==> src/rtl/hwd_pkg.sv <==
// Package: shared constants and types for the Huffman tree walk decoder.
package hwd_pkg;

   localparam int TreeEntries = 256;
   localparam int TreeIdxW    = $clog2(TreeEntries);
   localparam int RefW        = 9;
   localparam int QueueDepth  = 2;
   localparam int QPtrW       = $clog2(QueueDepth);
   localparam int QCntW       = $clog2(QueueDepth + 1);

   localparam logic [RefW-1:0] RootReset = 9'd256;
   localparam logic [7:0]      SymCr     = 8'h0D;
   localparam logic [7:0]      SymLf     = 8'h0A;

   localparam logic [1:0] FuncLoad    = 2'd0;
   localparam logic [1:0] FuncDecode  = 2'd1;
   localparam logic [1:0] FuncRestart = 2'd2;

   typedef enum logic [1:0] {
      OpLoad    = 2'd0,
      OpDecode  = 2'd1,
      OpRestart = 2'd2
   } op_type;

   typedef struct packed {
      op_type          op;
      logic [7:0]      node_index;
      logic [RefW-1:0] left_child;
      logic [RefW-1:0] right_child;
      logic [7:0]      data_byte;
      logic [2:0]      skip_bits;
   } qent_type;

   typedef enum logic [2:0] {
      StIdle  = 3'b001,
      StWalk  = 3'b010,
      StFlush = 3'b100
   } state_type;

endpackage

==> src/rtl/hwd_queue.sv <==
// Queue: short FIFO between the front end and the tree walker.
module hwd_queue import hwd_pkg::*; (
   input  logic     clock,
   input  logic     reset,
   input  qent_type push_ent,
   input  logic     push_valid,
   output logic     push_ready,
   output qent_type pop_ent,
   output logic     pop_valid,
   input  logic     pop_ready
);

   qent_type         slot_ff [QueueDepth];
   logic [QPtrW-1:0] wp_ff, wp_in, rp_ff, rp_in;
   logic [QCntW-1:0] cnt_ff, cnt_in;
   logic             do_push, do_pop;

   assign push_ready = cnt_ff != QCntW'(QueueDepth);
   assign pop_valid  = cnt_ff != '0;
   assign pop_ent    = slot_ff[rp_ff];
   assign do_push    = push_valid && push_ready;
   assign do_pop     = pop_valid && pop_ready;

   always_comb begin
      wp_in  = do_push ? wp_ff + 1'b1 : wp_ff;
      rp_in  = do_pop ? rp_ff + 1'b1 : rp_ff;
      cnt_in = cnt_ff;
      if (do_push && !do_pop) begin
         cnt_in = cnt_ff + 1'b1;
      end else if (do_pop && !do_push) begin
         cnt_in = cnt_ff - 1'b1;
      end
   end

   always_ff @(posedge clock) begin
      if (reset) begin
         wp_ff  <= '0;
         rp_ff  <= '0;
         cnt_ff <= '0;
      end else begin
         wp_ff  <= wp_in;
         rp_ff  <= rp_in;
         cnt_ff <= cnt_in;
      end
   end

   always_ff @(posedge clock) begin
      if (do_push) begin
         slot_ff[wp_ff] <= push_ent;
      end
   end

endmodule

==> config.mk <==
export PLATFORM = sky130hd
export DESIGN_NAME = hwd_queue
export DESIGN_NICKNAME = d
export VERILOG_FILES = /design/src/rtl/hwd_pkg.sv /design/src/rtl/hwd_queue.sv
export SDC_FILE = /design/constraint.sdc
export NUM_CORES = 1
export LEC_CHECK = 0
export BUFFER_PORTS_ARGS = -buffer_cell sky130_fd_sc_hd__buf_2
export CAP_MARGIN = 25
export CORE_MARGIN = 1
export CORE_UTILIZATION = 51
export DETAILED_ROUTE_END_ITERATION = 8
export PLACE_DENSITY = 0.85
export RECOVER_POWER = 100
export SYNTH_ARGS = -nofsm -noshare
export SYNTH_HDL_FRONTEND = slang
export SYNTH_SLANG_ARGS = --single-unit
==> constraint.sdc <==
create_clock -name clock -period 2.5 [get_ports clock]
set_clock_uncertainty 0.15 [all_clocks]
set_input_delay 0.625 -clock clock [delete_from_list [all_inputs] [get_ports clock]]
set_output_delay 0.625 -clock clock [all_outputs]
set_load 0.01 [all_outputs]
==> metrics list <==
- The final-report hold violation count came to 0.
- Count of instances resized after the clock tree is built: 0
* Leftover overflow at the end of global routing: 0
- Counting instances, the worst hold path has a depth of 1.
* DPL Wire Length: ~3.2 mm
- For the worst-skew pair, the clock arrives at the later sink with an insertion delay of around 330 ps.
* Final core utilization: 65.8%
- FF-to-FF Start: cnt_ff[0]
- PortBufs: 83
* Post-detailed-route count of antenna-violating nets: 0
- Buffers inserted to repair hold after CTS numbered 0.
- Counting the fill cells in the layout gives 424.
* Class of the tightest hold or removal check: primary input to flip-flop
- VDD sags by at most 0.591 mV.
- Yosys printed 0 warnings.
- Final Net Count: approximately 280
- Counting every net in the synthesized netlist gives approximately 190.
* Setup TNS: 0 ps
- The final critical path takes up between 80 and 90% of the cycle.
- Switch Pwr: approximately 970 uW
* Vias post-DR: around 1.6k
* Number of setup buffers added after CTS: 0
* Buffer depth of the longest clock path: 2
* CTS H-Tree Depth: 3
- The number of antenna diodes in the final layout is 0.
- Including well taps, the total number of placed cells is ~300.
- For the finished layout, the period the worst path requires is roughly 2200 ps.
- The worst hold path begins at push_ent[21].
- In this run the power density over the cells is roughly 1000 nW/um^2.
- Setup violations remaining at the end of the flow were counted as 0.
* Unique masters post-synth: 19
* Maximum Capacitance Violations: 0
* Largest net degree at the start of global routing: 25
* DRT Wirelength: around 4.8 mm
* Count of cells along the worst register-to-register path: 3
- In this run the static leakage power is around 1.3 nW.
* Clock slew at reported path FFs: around 80 ps
* Fraction of power consumed by sequential logic: approximately half
* Crit Path Category: flip-flop to primary output
- After floorplanning, the core was divided into 27 placement rows.
* Sequential fraction of the synthesis area: between 80% and 90%
* Critical register-to-register path endpoint: slot_ff[1][8]
- Area enclosed by the die boundary: approximately 6300 sq um
- For the worst setup path, the data arrival time is roughly 1500 ps.
- Measured against its own limit, the worst slew margin works out to a little under half.
* Via-to-Cell Ratio: slightly below 5
- Iter 0 DRT Violations: 68
- The die is between 70 and 80 um tall.
* Result of the run: completed
- Number of global-route vias before repair: 1524
- Dividing the detail-routed wire length by the instance count gives between 15 and 20 um.
* Initial core utilization: a little over half
- Clock root buffer master: clkbuf_8
- From synthesis to final layout, the design area changed by 21.7%.
- Kind of start point of the critical path: flip-flop
- Setup slack of the worst register-to-register path: approximately 440 ps
* Mean cell area of the mapped netlist: between 20 and 25 sq um
- Clock Sink Count: just over 80
* Part of the power in combinational logic: a little under a quarter
- Global placer's final weighted congestion: ~0.67
- STA classifies the critical path endpoint as a primary output.
* CP required: 1730 ps
* Number of antenna violations at the first check in global routing: 0
- Net switching is 26.5% of the power.
- I/O Pins: 84
- Die X-Extent: around 79 um
- Max Clock Freq: 0.449 GHz
* Layout cells sized above 1: 33.9%
- Counting flops and latches in the post-synthesis netlist gives slightly above 80.
- DRC violation count after routing: 0
- The cell count after synthesis came out at 145.
- Cell internal power dissipation: 2.69 mW
- At the pin with the least slew margin, the transition time is just under 800 ps.
- Setup repair after global routing left no endpoint under its margin.
- The first detailed-routing pass took 4 iterations.
- Global routing consumed, over all layers together, around 16% of the routing resources.
* Max FO, Critical Path: 20
* Final Max Tran Viols: 0
- Hold Path End: slot_ff[0][21]
* Power share of the clock group: 27.2%
- Total CTS buffers: 9
- Wire length of the first global-routing pass: between 7 and 8 mm
* Floorplan Core Area: between 5000 and 6000 sq um
- Area of the mapped netlist: around 3000 sq um
* Clock tree from TritonCTS: yes
- Post-route non-filler standard cell count: 317
==> critical path, stage by stage (launching register included) <==
cell,delay (ps)
dfxtp_1,330
buf_4,280
mux2_2,380
clkbuf_1,130
==> worst max-delay path by stage <==
stage | end | slack [ps] | cells after the start
2_1_floorplan | slot_ff[1][0] | 320 | 2
3_3_place_gp | slot_ff[1][13] | 590 | 3
3_5_place_dp | cnt_ff[1] | 580 | 5
4_1_cts | pop_ent[23] | 240 | 3
5_1_grt | pop_ent[24] | 170 | 3
6_report | pop_ent[24] | 270 | 3
==> cells in the final DEF, fill, tap and decap left out, types with 2 or more instances in the layout <==
cell | synthesis | final
mux2_2 | 39 | 39
buf_2 | 2 | 24
clkbuf_2 | 0 | 2
clkbuf_8 | 0 | 9
dfxtp_1 | 5 | 5
clkbuf_1 | 0 | 61
xor2_1 | 3 | 3
edfxtp_1 | 78 | 78
o21ai_0 | 2 | 2
nor2_1 | 3 | 3
buf_4 | 1 | 2
bufinv_16 | 0 | 2
a21oi_1 | 2 | 2
==> kinds of logic after synthesis <==
logic type / count (synthesis) / share of synthesized area (%)
fa+ha+maj: 1 / 0.412
flops: 83 / 80.5
xor+xnor: 3 / 0.866
simple gates: 9 / 1.65
mux: 39 / 14.5
buf+inv: 5 / 1.07
compound gates: 5 / 0.990
==> per-layer routing <==
layer / part of all wire, % / global-route usage [%]
met2: 51 / 26.7
met4: 1.6 / 9.45
met3: 5.9 / 5.52
met5: 0 / 0
met1: 41 / 18.8
==> state kept, by name, indices dropped and copies added (netlist names), named ones only <==
register / cells
cnt_ff: 2
slot_ff: 78
rp_ff: 1
wp_ff: 1
==> metrics by stage <==
step	power (mW)	hold slack (ps)	instance area, sq um	setup slack (ps)
after floorplan	2.42	321	3030	320
after global routing	3.84	297	3690	175
final	3.65	323	3690	273
after detailed placement	2.76	348	3560	576
after CTS	3.76	303	3770	240
after global placement	2.74	343	3560	591
==> cells in the mapped netlist, drive strengths merged <==
cell | n | share of area (%)
a21oi | 2 | 0.33
or3 | 1 | 0.21
a21bo | 1 | 0.33
xor2 | 3 | 0.87
nor2 | 3 | 0.37
mux2 | 39 | 14
ha | 1 | 0.41
o21ai | 2 | 0.33
edfxtp | 78 | 77
dfxtp | 5 | 3.3
buf | 4 | 0.95
or2 | 1 | 0.21
and2 | 1 | 0.21
and3 | 1 | 0.21
nand3b | 1 | 0.25
nand2b | 1 | 0.21
inv | 1 | 0.12
==> power groups by stage <==
| stage | combinational, mW | clock (mW) | sequential [mW] |
|---|---|---|---|
| floorplan | 0.612 | 0 | 1.81 |
| global placement | 0.934 | 0 | 1.81 |
| detailed placement | 0.938 | 0 | 1.82 |
| CTS | 0.945 | 1.02 | 1.79 |
| global route | 0.955 | 1.08 | 1.81 |
| finish | 0.867 | 0.996 | 1.79 |
==> area by class of cell <==
type	count	area (sq um)	area share, %
clock buffer	11	131	3.56
inverter	1	3.75	0.102
clock inverter	5	77.6	2.10
sequential	83	2440	66.2
tap	72	90.1	2.44
timing repair buffer	88	387	10.5
multi-input combinational	57	558	15.1
(Power assumes the default switching activity.)
