==> config.mk <==
export PLATFORM = sky130hd
export DESIGN_NAME = hwd_front_flat
export DESIGN_NICKNAME = d
export VERILOG_FILES = /design/src/rtl/hwd_pkg.sv /design/src/rtl/hwd_ifs.sv /design/src/rtl/hwd_front.sv /design/src/flat_wrapper.sv
export SDC_FILE = /design/constraint.sdc
export NUM_CORES = 1
export LEC_CHECK = 0
export ABC_AREA = 1
export BUFFER_PORTS_ARGS = -buffer_cell sky130_fd_sc_hd__buf_2
export CORE_MARGIN = 2
export CORE_UTILIZATION = 28
export CTS_CLUSTER_DIAMETER = 200
export DETAILED_ROUTE_END_ITERATION = 10
export SLEW_MARGIN = 20
export SYNTH_ARGS = -nofsm -noshare
export SYNTH_HDL_FRONTEND = slang
export SYNTH_SLANG_ARGS = --single-unit
export TNS_END_PERCENT = 100
==> constraint.sdc <==
create_clock -name clock -period 4.49 [get_ports clock]
set_input_delay 0.6735 -clock clock [delete_from_list [all_inputs] [get_ports clock]]
set_output_delay 0.6735 -clock clock [all_outputs]
set_load 0.02 [all_outputs]
==> src/rtl/hwd_pkg.sv <==
// Package: shared constants and types for the Huffman tree walk decoder.
package hwd_pkg;

   localparam int TreeEntries = 256;
   localparam int TreeIdxW    = $clog2(TreeEntries);
   localparam int RefW        = 9;
   localparam int QueueDepth  = 2;
   localparam int QPtrW       = $clog2(QueueDepth);
   localparam int QCntW       = $clog2(QueueDepth + 1);

   localparam logic [RefW-1:0] RootReset = 9'd256;
   localparam logic [7:0]      SymCr     = 8'h0D;
   localparam logic [7:0]      SymLf     = 8'h0A;

   localparam logic [1:0] FuncLoad    = 2'd0;
   localparam logic [1:0] FuncDecode  = 2'd1;
   localparam logic [1:0] FuncRestart = 2'd2;

   typedef enum logic [1:0] {
      OpLoad    = 2'd0,
      OpDecode  = 2'd1,
      OpRestart = 2'd2
   } op_type;

   typedef struct packed {
      op_type          op;
      logic [7:0]      node_index;
      logic [RefW-1:0] left_child;
      logic [RefW-1:0] right_child;
      logic [7:0]      data_byte;
      logic [2:0]      skip_bits;
   } qent_type;

   typedef enum logic [2:0] {
      StIdle  = 3'b001,
      StWalk  = 3'b010,
      StFlush = 3'b100
   } state_type;

endpackage

==> src/rtl/hwd_ifs.sv <==
// Interfaces: request, response and configuration channels.
interface hwd_req_if;
   logic       valid;
   logic       ready;
   logic [1:0] func;
   logic [7:0] node_index;
   logic [8:0] left_child;
   logic [8:0] right_child;
   logic [7:0] data_byte;
   logic [2:0] skip_bits;
   modport source (output valid, func, node_index, left_child, right_child, data_byte,
                   skip_bits, input ready);
   modport sink (input valid, func, node_index, left_child, right_child, data_byte,
                 skip_bits, output ready);
endinterface


==> src/rtl/hwd_front.sv <==
// Front end: accepts request transactions, drops unused ones, queues the rest.
module hwd_front import hwd_pkg::*; (
   input  logic     clock,
   input  logic     reset,
   hwd_req_if.sink  req,
   output qent_type q_ent,
   output logic     q_valid,
   input  logic     q_ready
);

   logic     hold_ff, hold_in;
   qent_type ent_ff, ent_in;
   logic     accept, keep, in_range;

   assign req.ready = !hold_ff || q_ready;
   assign accept    = req.valid && req.ready;
   assign in_range  = {1'b0, req.node_index} < 9'(TreeEntries);
   assign q_valid   = hold_ff;
   assign q_ent     = ent_ff;

   always_comb begin
      ent_in.node_index  = req.node_index;
      ent_in.left_child  = req.left_child;
      ent_in.right_child = req.right_child;
      ent_in.data_byte   = req.data_byte;
      ent_in.skip_bits   = req.skip_bits;
      ent_in.op          = OpDecode;
      keep               = 1'b0;
      unique case (req.func)
         FuncLoad: begin
            ent_in.op = OpLoad;
            keep      = in_range;
         end
         FuncDecode: begin
            ent_in.op = OpDecode;
            keep      = 1'b1;
         end
         FuncRestart: begin
            ent_in.op = OpRestart;
            keep      = 1'b1;
         end
         default: keep = 1'b0;
      endcase
   end

   always_comb begin
      hold_in = hold_ff;
      if (accept) begin
         hold_in = keep;
      end else if (q_ready) begin
         hold_in = 1'b0;
      end
   end

   always_ff @(posedge clock) begin
      if (reset) begin
         hold_ff <= 1'b0;
      end else begin
         hold_ff <= hold_in;
      end
   end

   always_ff @(posedge clock) begin
      if (accept) begin
         ent_ff <= ent_in;
      end
   end

endmodule

==> src/flat_wrapper.sv <==
// flat-port wrapper written by rule: the top's interface ports become plain ports
module hwd_front_flat import hwd_pkg::*;
  (clock, reset, q_ent, q_valid, q_ready, req_valid, req_func, req_node_index, req_left_child, req_right_child, req_data_byte, req_skip_bits, req_ready);
  hwd_req_if req_i ();
  input  logic clock;
  input  logic reset;
  output qent_type q_ent;
  output logic q_valid;
  input  logic q_ready;
  input wire logic [$bits(req_i.valid)-1:0] req_valid;
  input wire logic [$bits(req_i.func)-1:0] req_func;
  input wire logic [$bits(req_i.node_index)-1:0] req_node_index;
  input wire logic [$bits(req_i.left_child)-1:0] req_left_child;
  input wire logic [$bits(req_i.right_child)-1:0] req_right_child;
  input wire logic [$bits(req_i.data_byte)-1:0] req_data_byte;
  input wire logic [$bits(req_i.skip_bits)-1:0] req_skip_bits;
  output wire logic [$bits(req_i.ready)-1:0] req_ready;
  assign req_i.valid = req_valid;
  assign req_i.func = req_func;
  assign req_i.node_index = req_node_index;
  assign req_i.left_child = req_left_child;
  assign req_i.right_child = req_right_child;
  assign req_i.data_byte = req_data_byte;
  assign req_i.skip_bits = req_skip_bits;
  assign req_ready = req_i.ready;
  hwd_front u_core (.clock(clock), .reset(reset), .req(req_i), .q_ent(q_ent), .q_valid(q_valid), .q_ready(q_ready));
endmodule
==> out/results.txt, run 1 <==
status: finished, final reports clean
CTS resizes: 0
DRT Pass-1 Iters: 4
relative slew slack: 62.3%
dpl hpwl: 2020 um
max_cap viols: 0
Core ar.: 4290 um^2
antenna violations before repair: 0
Die H: 70.4 um
syn nets: 92
critical path peak fanout: 2
Final nets: 182
Worst-path clk slew: 70 ps
VDD IR max: 135 uV
post-CTS setup buffer count: 0
Fin. Hold Viols: 0
sequential share of the synthesized area: 96.4%
placed cell areas: 1720 um^2
Row Count: 24
flops & latches, synth: 40
CTS Buffer Depth: 2
via count: 771
Crit Path Class: primary input to primary output
Layout Utilization: 43.3%
WP data arrival: 1070 ps
met2 wire len: 1240 um
vias in the first global route: 839
Worst setup EP type: primary output
Post-Synthesis Cells: 49
Slew @ Worst Pin: 564 ps
I/O pin count: 84
routed vias/inst: 4.02
Initial Util: 28.8%
Post-Syn Area per Cell: 25.2 um^2
gr usage total: 11.1%
Setup Skew: 1.85 ps
Tcrit/Tclk final: 38.8%
max-slew violations: 0
PortBufs: 83
met3 WL post-DR: 357 um
first-pass GRT wire length: 4020 um
met1 WL: 996 um
final setup vio count: 0
synthesized area: 1240 um^2
fraction of layout cells with a size suffix above 1: 67.9%
top routing layer in use: met4
DRC: 0
DR iter-0 viols: 99
Netlist cell types: 10
clk sinks: 40
Max Fclk: 0.574 GHz
yosys warns: 0
WL per Instance: 13.8 um
largest net degree at the start of global routing: 40
antenna-violating nets left: 0
total grt overflow: 0
clk_lat worst skew: 280 ps
final WL: 2640 um
sum of negative setup slack: 0 ps
clock root buffer: clkbuf_8
Hold Crit Class: register to register
cts bufs inserted: 5
Leakage: 0.810 nW
area grow syn2layout: 50.4%
Die Width: 70.4 um
top post-synthesis cells by area: edfxtp_1 (95%), dfxtp_1 (1.6%), a21oi_2 (0.71%)
crit path time final: 1740 ps
placer congestion estimate: 0.740
CTS tree: yes
die area: 4960 um^2
top cell type's share of synthesized area: 94.7%
post-layout instance area: 1860 um^2
Antenna diodes: 0
element type at the critical path start: primary input
RSZ-0062 raised after global routing: false
CTS H-tree depth: 2
PwrDens: 431 nW/um^2
CP required: 3820 ps
Post-CTS Hold Buffers: 0
leading area contributor after synthesis: edfxtp_1
-- state kept, by name (all words and copies together) (netlist names) --
name / flops
u_core.q_valid: 1
u_core.q_ent: 39
-- cell usage after synthesis --
| cell | count |
|---|---|
| edfxtp_1 | 39 |
| nor2_1 | 1 |
| nand2_1 | 2 |
| a21boi_0 | 1 |
| inv_1 | 1 |
| dfxtp_1 | 1 |
| a21oi_2 | 1 |
| nand2_2 | 1 |
| inv_2 | 1 |
| clkbuf_1 | 1 |
-- critical path, cell delays in order --
cell and delay (ps):
buf_2 100, inv_2 70, nand2_2 60, buf_2 160
-- power by group --
part           switching, mW  internal, mW  total, mW  leakage [nW]
logic                 0.0512        0.0318     0.0830         0.368
clock network          0.111         0.165      0.276        0.0552
registers            0.00607         0.436      0.442         0.387
total                  0.169         0.632      0.801         0.810
-- path summary, 6_finish.rpt --
kind	from	slack [ps]	to	cells after the start
max reg2reg	u_core.q_valid	3100	u_core.q_ent[16]	2
min	u_core.q_valid	530	u_core.q_valid	2
min reg2reg	u_core.q_valid	530	u_core.q_valid	2
max	q_ready	2750	req_ready	4
-- logic make-up after synthesis --
group           synth area share (%)
buf+inv                        0.910
compound gates                  1.32
flops                           96.4
simple gates                    1.42
-- cell type report --
| type | instances | area [um^2] |
|---|---|---|
| clock inverters | 2 | 35.0 |
| inverters | 2 | 7.51 |
| repair buffers | 84 | 443 |
| well taps | 52 | 65.1 |
| multi-input cells | 6 | 45.0 |
| fillers | 396 | 2430 |
| clock buffers | 6 | 72.6 |
| flip-flops and latches | 40 | 1190 |
-- routing by layer --
layer / GRT usage, % / up-vias
li1: - / 365
met1: 11.8 / 345
met2: 17.7 / 56
met3: 6.35 / 5
met4: 5.13 / 0
met5: 0 / -
-- through the flow --
step                      hold slack, ps  setup WS (ps)  power, mW  std cells
final                                533           2750      0.801        192
after CTS                            536           2590      0.812        191
after detailed placement             524           2280      0.532        183
after global routing                 546           2720      0.840        192
after floorplan                      643            437      0.490         49
after global placement               509           2370      0.528        183
-- cells in the final DEF (no fill, tap or decap) --
cell type  instances
a21boi_4           1
a21oi_2            1
buf_16             1
buf_2             83
bufinv_16          1
clkbuf_1           1
clkbuf_8           5
clkinv_2           1
dfxtp_1            1
edfxtp_1          39
inv_1              1
inv_2              1
nand2_1            2
nand2_2            1
nor2_1             1
No activity file was read; power rests on OpenSTA's default activity.
==> run 2: changes to the inputs <==
--- a/config.mk
+++ b/config.mk
@@ -5,7 +5,7 @@
 export SDC_FILE = /design/constraint.sdc
 export NUM_CORES = 1
 export LEC_CHECK = 0
-export ABC_AREA = 1
+export ABC_AREA = 0
 export BUFFER_PORTS_ARGS = -buffer_cell sky130_fd_sc_hd__buf_2
 export CORE_MARGIN = 2
 export CORE_UTILIZATION = 28
==> constraint.sdc (replaced) <==
create_clock -name clock -period 1.5 [get_ports clock]
set_input_delay 0.225 -clock clock [delete_from_list [all_inputs] [get_ports clock]]
set_output_delay 0.225 -clock clock [all_outputs]
set_load 0.02 [all_outputs]
==> run 2 against run 1 <==
Against the previous run: total power rose to 2.9 times the previous value; critical path type is now register to register; via count fell by 0.78%; largest cell class unchanged; first-iteration DRC count fell by 90%; combinational power rose to 2.9 times the previous value; critical endpoint is now u_core.q_ent[17]; highest routed layer unchanged; utilization fell by 0.76 points; area after synthesis rose by 0.51%.
==> out/results.txt, run 2 <==
sequential cell area: 1190 um^2 (unchanged)
Antenna diodes: 0 (unchanged)
post-CTS setup buffer count: 0 (unchanged)
Final nets: 179 (was 182)
DR iter-0 viols: 10 (was 99)
syn nets: 89 (was 92)
DRC: 0 (unchanged)
PortBufs: 83 (unchanged)
clk_lat worst skew: 280 ps (about the same)
sequential share of the synthesized area: 95.9% (was 96.4%)
antenna-violating nets left: 0 (unchanged)
CTS tree: yes (unchanged)
yosys warns: 0 (unchanged)
routed vias/inst: 4.05 (was 4.02)
leading area contributor after synthesis: edfxtp_1 (unchanged)
Critical Path, Cell by Cell: nand2b_4 -> and2_2 -> buf_12 (was buf_2 -> inv_2 -> nand2_2 -> buf_2)
Slew @ Worst Pin: 204 ps (was 564 ps)
Die Width: 70.6 um (was 70.4 um)
synthesized area: 1240 um^2 (about the same)
antenna violations before repair: 0 (unchanged)
clock root buffer: clkbuf_8 (unchanged)
flop-to-flop setup slack: 380 ps (was 3100 ps)
post-place setup slack: 355 ps (was 2280 ps)
Core ar.: 4320 um^2 (was 4290 um^2)
Post-synth EDFFs: 39 (unchanged)
status: finished, final reports clean (unchanged)
critical path peak fanout: 39 (was 2)
Slowest Stage Delay on Critical Path: 330 ps (was 160 ps)
most common cell after layout, fill and taps aside: buf_2 (unchanged)
slowest CP cell: dfxtp_1 (was buf_2)
Hold Crit Class: primary input to register (was register to register)
Post-Syn Area per Cell: 27.0 um^2 (was 25.2 um^2)
CTS H-tree depth: 2 (unchanged)
asr flop ratio synth: 0% (unchanged)
Top FF cell, synth: edfxtp_1 (unchanged)
cts bufs inserted: 5 (unchanged)
Max Fclk: 0.896 GHz
WL per Instance: 12.5 um (was 13.8 um)
CTS resizes: 0 (unchanged)
placer congestion estimate: 0.640 (was 0.740)
Tcrit/Tclk final: 74.4%
final setup vio count: 0 (unchanged)
Initial Util: 28.7% (was 28.8%)
DRT Pass-1 Iters: 2 (was 4)
Filler Cells Inserted: 424 (was 396)
max-slew violations: 0 (unchanged)
Row Count: 24 (unchanged)
final WL: 2360 um (was 2640 um)
largest net degree at the start of global routing: 40 (unchanged)
crit path time final: 1120 ps
Post-Synthesis Cells: 46 (was 49)
final setup margin: 384 ps (was 2750 ps)
first-pass GRT wire length: 3840 um (was 4020 um)
top post-synthesis cells by area: edfxtp_1 (94%), dfxtp_1 (1.6%), nand2b_4 (1.1%) (was edfxtp_1 (95%), dfxtp_1 (1.6%), a21oi_2 (0.71%))
max reg flops: 39 (unchanged)
flops & latches, synth: 40 (unchanged)
via count: 765 (was 771)
Fin. Hold Viols: 0 (unchanged)
VDD IR max: 726 uV (was 135 uV)
sum of negative setup slack: 0 ps (unchanged)
Worst-path clk slew: 70 ps (about the same)
relative slew slack: 86.4% (was 62.3%)
Multi-input gate area: 47.5 um^2 (was 45.0 um^2)
area grow syn2layout: 48.0% (was 50.4%)
CP required: 1480 ps (was 3820 ps)
fraction of layout cells with a size suffix above 1: 68.6% (was 67.9%)
most frequent cell after synthesis: edfxtp_1 (unchanged)
Setup Skew: 6.14 ps (was 1.85 ps)
PwrDens: 1260 nW/um^2 (was 431 nW/um^2)
die area: 4990 um^2 (was 4960 um^2)
element type at the critical path start: register (was primary input)
dpl hpwl: 1810 um (was 2020 um)
Netlist cell types: 8 (was 10)
clk sinks: 40 (unchanged)
CTS Buffer Depth: 2 (unchanged)
Crit Path Class: register to register (was primary input to primary output)
I/O pin count: 84 (unchanged)
Leakage: 0.798 nW (was 0.810 nW)
Die H: 70.6 um (was 70.4 um)
max_cap viols: 0 (unchanged)
Post-CTS Hold Buffers: 0 (unchanged)
total grt overflow: 0 (unchanged)
RSZ-0062 raised after global routing: false (unchanged)
Worst setup EP type: register (was primary output)
WP data arrival: 1090 ps (was 1070 ps)
vias in the first global route: 869 (was 839)
top cell type's share of synthesized area: 94.3% (was 94.7%)
gr usage total: 10.4% (was 11.1%)
most frequent cells in the layout: buf_2 (83), edfxtp_1 (39), clkbuf_8 (7) (was buf_2 (83), edfxtp_1 (39), clkbuf_8 (5), nand2_1 (2))
## run 2: power by group
part / total, mW / switching (mW) / internal [mW]
Combinational: 0.242 / 0.149 / 0.0933
Sequential: 1.32 / 0.0153 / 1.30
Clock: 0.746 / 0.327 / 0.419
## run 2: path summary, 6_finish.rpt
check,cells past startpoint,from,to
worst max register to register,3,u_core.q_valid,u_core.q_ent[17]
worst min-delay path,2,reset,u_core.q_valid
worst max-delay path,3,u_core.q_valid,u_core.q_ent[17]
worst min register to register,2,u_core.q_valid,u_core.q_valid
## run 2: per-stage QoR
| stage | instance area, um^2 | hold slack, ps | util [%] | instances | power (mW) |
|---|---|---|---|---|---|
| 2_1_floorplan | 1240 | 287 | - | 46 | 1.46 |
| 3_3_place_gp | 1740 | 386 | 40.2 | 181 | 1.59 |
| 3_5_place_dp | 1740 | 403 | 40.2 | 181 | 1.59 |
| 4_1_cts | 1840 | 98.6 | 42.5 | 189 | 2.36 |
| 5_1_grt | 1840 | 95.4 | 42.5 | 189 | 2.42 |
| 6_report | 1840 | 108 | 42.5 | 189 | 2.31 |
## run 2: logic make-up after synthesis
family,count (synthesis),synth area share (%)
flops,40,95.9
simple gates,3,2.32
buf+inv,1,0.302
compound gates,2,1.51
## run 2: layout make-up
| class | count | share of cell area, % |
|---|---|---|
| timing repair buffer | 84 | 23.7 |
| clock buffer | 8 | 5.44 |
| sequential | 40 | 64.8 |
| tap | 52 | 3.54 |
| multi-input combinational | 5 | 2.59 |
## run 2: worst max-delay path, delay by kind of cell (launching register included)
kind,cells,cell delay (ps)
buf+inv,1,220
flops,1,330
simple gates,2,240
## run 2: per-layer routing
layer  vias up  share of wire, %  track usage (%)
li1        358                 -                -
met1       344                34             10.3
met2        58                50             17.2
met3         5                14             5.98
met4         0               2.2             5.66
met5         -                 0                0
==> run 3: changes to the inputs <==
==> constraint.sdc (replaced) <==
create_clock -name clock -period 0.9 [get_ports clock]
set_input_delay 0.135 -clock clock [delete_from_list [all_inputs] [get_ports clock]]
set_output_delay 0.135 -clock clock [all_outputs]
set_load 0.02 [all_outputs]
==> run 3 against run 2 <==
Against the previous run: the run now ends with negative setup slack left; routed wire length increased by 10%; sequential share of layout area decreased by 9.4 points; sequential cell count unchanged; worst setup slack got worse by 560 ps; sequential power increased by 68%; via count increased by 3.4%; global-route usage increased by 0.72 points; fmax increased by 3.7%; register-to-register slack got worse by 560 ps; worst hold slack got worse by 85 ps; clock skew decreased by 1.5 ps; combinational power increased by 130%; critical path type unchanged; largest cell class unchanged; highest routed layer unchanged.
==> out/results.txt, run 3 (synthesis results as in run 2) <==
status: finished, violations left (was finished, final reports clean)
failing checks: negative setup slack
clock power share: 33.0% (was 32.3%)
Switching Fraction: 21.0% (was 21.3%)
DRT Pass-1 Iters: 4 (was 2)
WP data arrival: 1070 ps (was 1090 ps)
die area: 4990 um^2 (unchanged)
Seq pwr share: 53.5% (was 57.2%)
r2r startpoint: u_core.q_valid (unchanged)
clk_lat worst skew: 280 ps (about the same)
area grow syn2layout: 73.8% (was 48.0%)
most common cell after layout, fill and taps aside: buf_2 (unchanged)
CTS H-tree depth: 2 (unchanged)
Gate power share: 13.5% (was 10.5%)
Row Count: 24 (unchanged)
Hold Crit Class: primary input to register (unchanged)
cell count after placement: 183 (was 181)
critical path peak fanout: 16 (was 39)
max reg flops: 39 (unchanged)
DRC: 0 (unchanged)
clock root buffer: clkbuf_8 (unchanged)
first-pass GRT wire length: 4110 um (was 3840 um)
CTS tree: yes (unchanged)
final setup margin: -176 ps (was 384 ps)
final setup vio count: 80 (was 0)
routed vias/inst: 4.02 (was 4.05)
clk sinks: 40 (unchanged)
VDD IR max: 1170 uV (was 726 uV)
sum of negative setup slack: -8290 ps (was 0 ps)
largest net degree at the start of global routing: 24 (was 40)
antenna violations before repair: 0 (unchanged)
vias in the first global route: 887 (was 869)
element type at the critical path start: register (unchanged)
antenna-violating nets left: 0 (unchanged)
crit path time final: 1080 ps (was 1120 ps)
CP Launch Point: u_core.q_valid (unchanged)
Core ar.: 4320 um^2 (unchanged)
WL per Instance: 13.2 um (was 12.5 um)
Setup crit end: u_core.q_ent[20] (was u_core.q_ent[17])
most frequent cells in the layout: buf_2 (50), edfxtp_1 (39), buf_6 (35), clkbuf_8 (5) (was buf_2 (83), edfxtp_1 (39), clkbuf_8 (7))
Tcrit/Tclk final: 120% (was 74.4%)
Leakage: 0.924 nW (was 0.798 nW)
PortBufs: 83 (unchanged)
cts bufs inserted: 5 (unchanged)
Die H: 70.6 um (unchanged)
max_cap viols: 0 (unchanged)
final WL: 2600 um (was 2360 um)
Worst setup EP type: register (unchanged)
Hold WS: 22.4 ps (was 108 ps)
total grt overflow: 0 (unchanged)
Antenna diodes: 0 (unchanged)
Final nets: 187 (was 179)
Layout Cells excl Fill: 197 (was 189)
CP required: 890 ps (was 1480 ps)
I/O pin count: 84 (unchanged)
DR iter-0 viols: 28 (was 10)
Worst-path clk slew: 70 ps (about the same)
Initial Util: 28.7% (unchanged)
max-slew violations: 0 (unchanged)
Crit Path Class: register to register (unchanged)
Max Fclk: 0.929 GHz (was 0.896 GHz)
via count: 791 (was 765)
Reg2Reg Depth: 3 (unchanged)
RSZ-0062 raised after global routing: true (was false)
Fin. Hold Viols: 0 (unchanged)
RR Endpoint: u_core.q_ent[20] (was u_core.q_ent[17])
Filler Cells Inserted: 378 (was 424)
net load switching power: 873 uW (was 491 uW)
CTS Buffer Depth: 2 (unchanged)
PwrDens: 1920 nW/um^2 (was 1260 nW/um^2)
gr usage total: 11.1% (was 10.4%)
Int Power: 3.28 mW (was 1.82 mW)
Setup Skew: 4.60 ps (was 6.14 ps)
placer congestion estimate: 0.702 (was 0.640)
Die Width: 70.6 um (unchanged)
fraction of layout cells with a size suffix above 1: 69.0% (was 68.6%)
relative slew slack: 91.7% (was 86.4%)
Slew @ Worst Pin: 125 ps (was 204 ps)
flop-to-flop setup slack: -180 ps (was 380 ps)
[run 3: cell types whose count changed in the layout (fill, tap and decap cells not counted), moves of 2 or more]
cell / before / now
buf_6: 0 / 35
buf_2: 83 / 50
buf_4: 0 / 2
clkbuf_8: 7 / 5
clkinv_1: 0 / 2
dlygate4sd3_1: 0 / 2
[run 3: layer usage]
metal	GRT usage, %	wire (um)
met5	0	0
met4	4.40	28
met3	6.55	368
met2	18.4	1380
met1	11.6	831
[run 3: final cells by class]
type | instances | area [um^2] | share of cell area, %
Multi-Input combinational cell | 5 | 48.8 | 2.26
Tap cell | 52 | 65.1 | 3.01
Clock buffer | 5 | 68.8 | 3.19
Timing Repair Buffer | 92 | 744 | 34.5
Clock inverter | 3 | 37.5 | 1.74
Sequential cell | 40 | 1190 | 55.3
[run 3: how the worst min path moves through the flow]
stage	startpoint	to	depth (start not counted)
after floorplan	reset	u_core.q_valid	1
after global placement	reset	u_core.q_valid	2
after detailed placement	reset	u_core.q_valid	2
after CTS	req_left_child[5]	u_core.q_ent[25]	1
after global routing	req_left_child[5]	u_core.q_ent[25]	1
final	req_left_child[5]	u_core.q_ent[25]	1
[run 3: stage by stage]
step,worst slack (ps),power [mW],area (um^2),utilization (%)
3_5_place_dp,-143,2.68,1770,41.0
4_1_cts,-176,4.11,1990,45.9
6_report,-176,4.15,2160,49.9
2_1_floorplan,-317,2.44,1250,-
5_1_grt,-201,4.34,2160,49.9
3_3_place_gp,-123,2.66,1770,41.0
[run 3: timing repair]
action / 4_1_cts / 5_1_grt
pin swaps: 0 / 0
gates cloned: 0 / 2
setup buffers: 1 / 1
hold buffers: 1 / 1
endpoints found under the hold margin: 1 / 1
endpoints found under the setup margin: 80 / 80
gates resized for setup: 29 / 38
[run 3: worst max-delay path: stages (launching register included)]
cell and delay (ps):
dfxtp_4 350, nand2b_4 70, and2_4 200, buf_12 160
[run 3: power by group through the flow]
stage	combinational, mW	sequential, mW	clock, mW
2_1_floorplan	0.0523	2.39	0
3_3_place_gp	0.422	2.24	0
3_5_place_dp	0.434	2.24	0
4_1_cts	0.485	2.21	1.41
5_1_grt	0.595	2.23	1.51
6_report	0.562	2.22	1.37
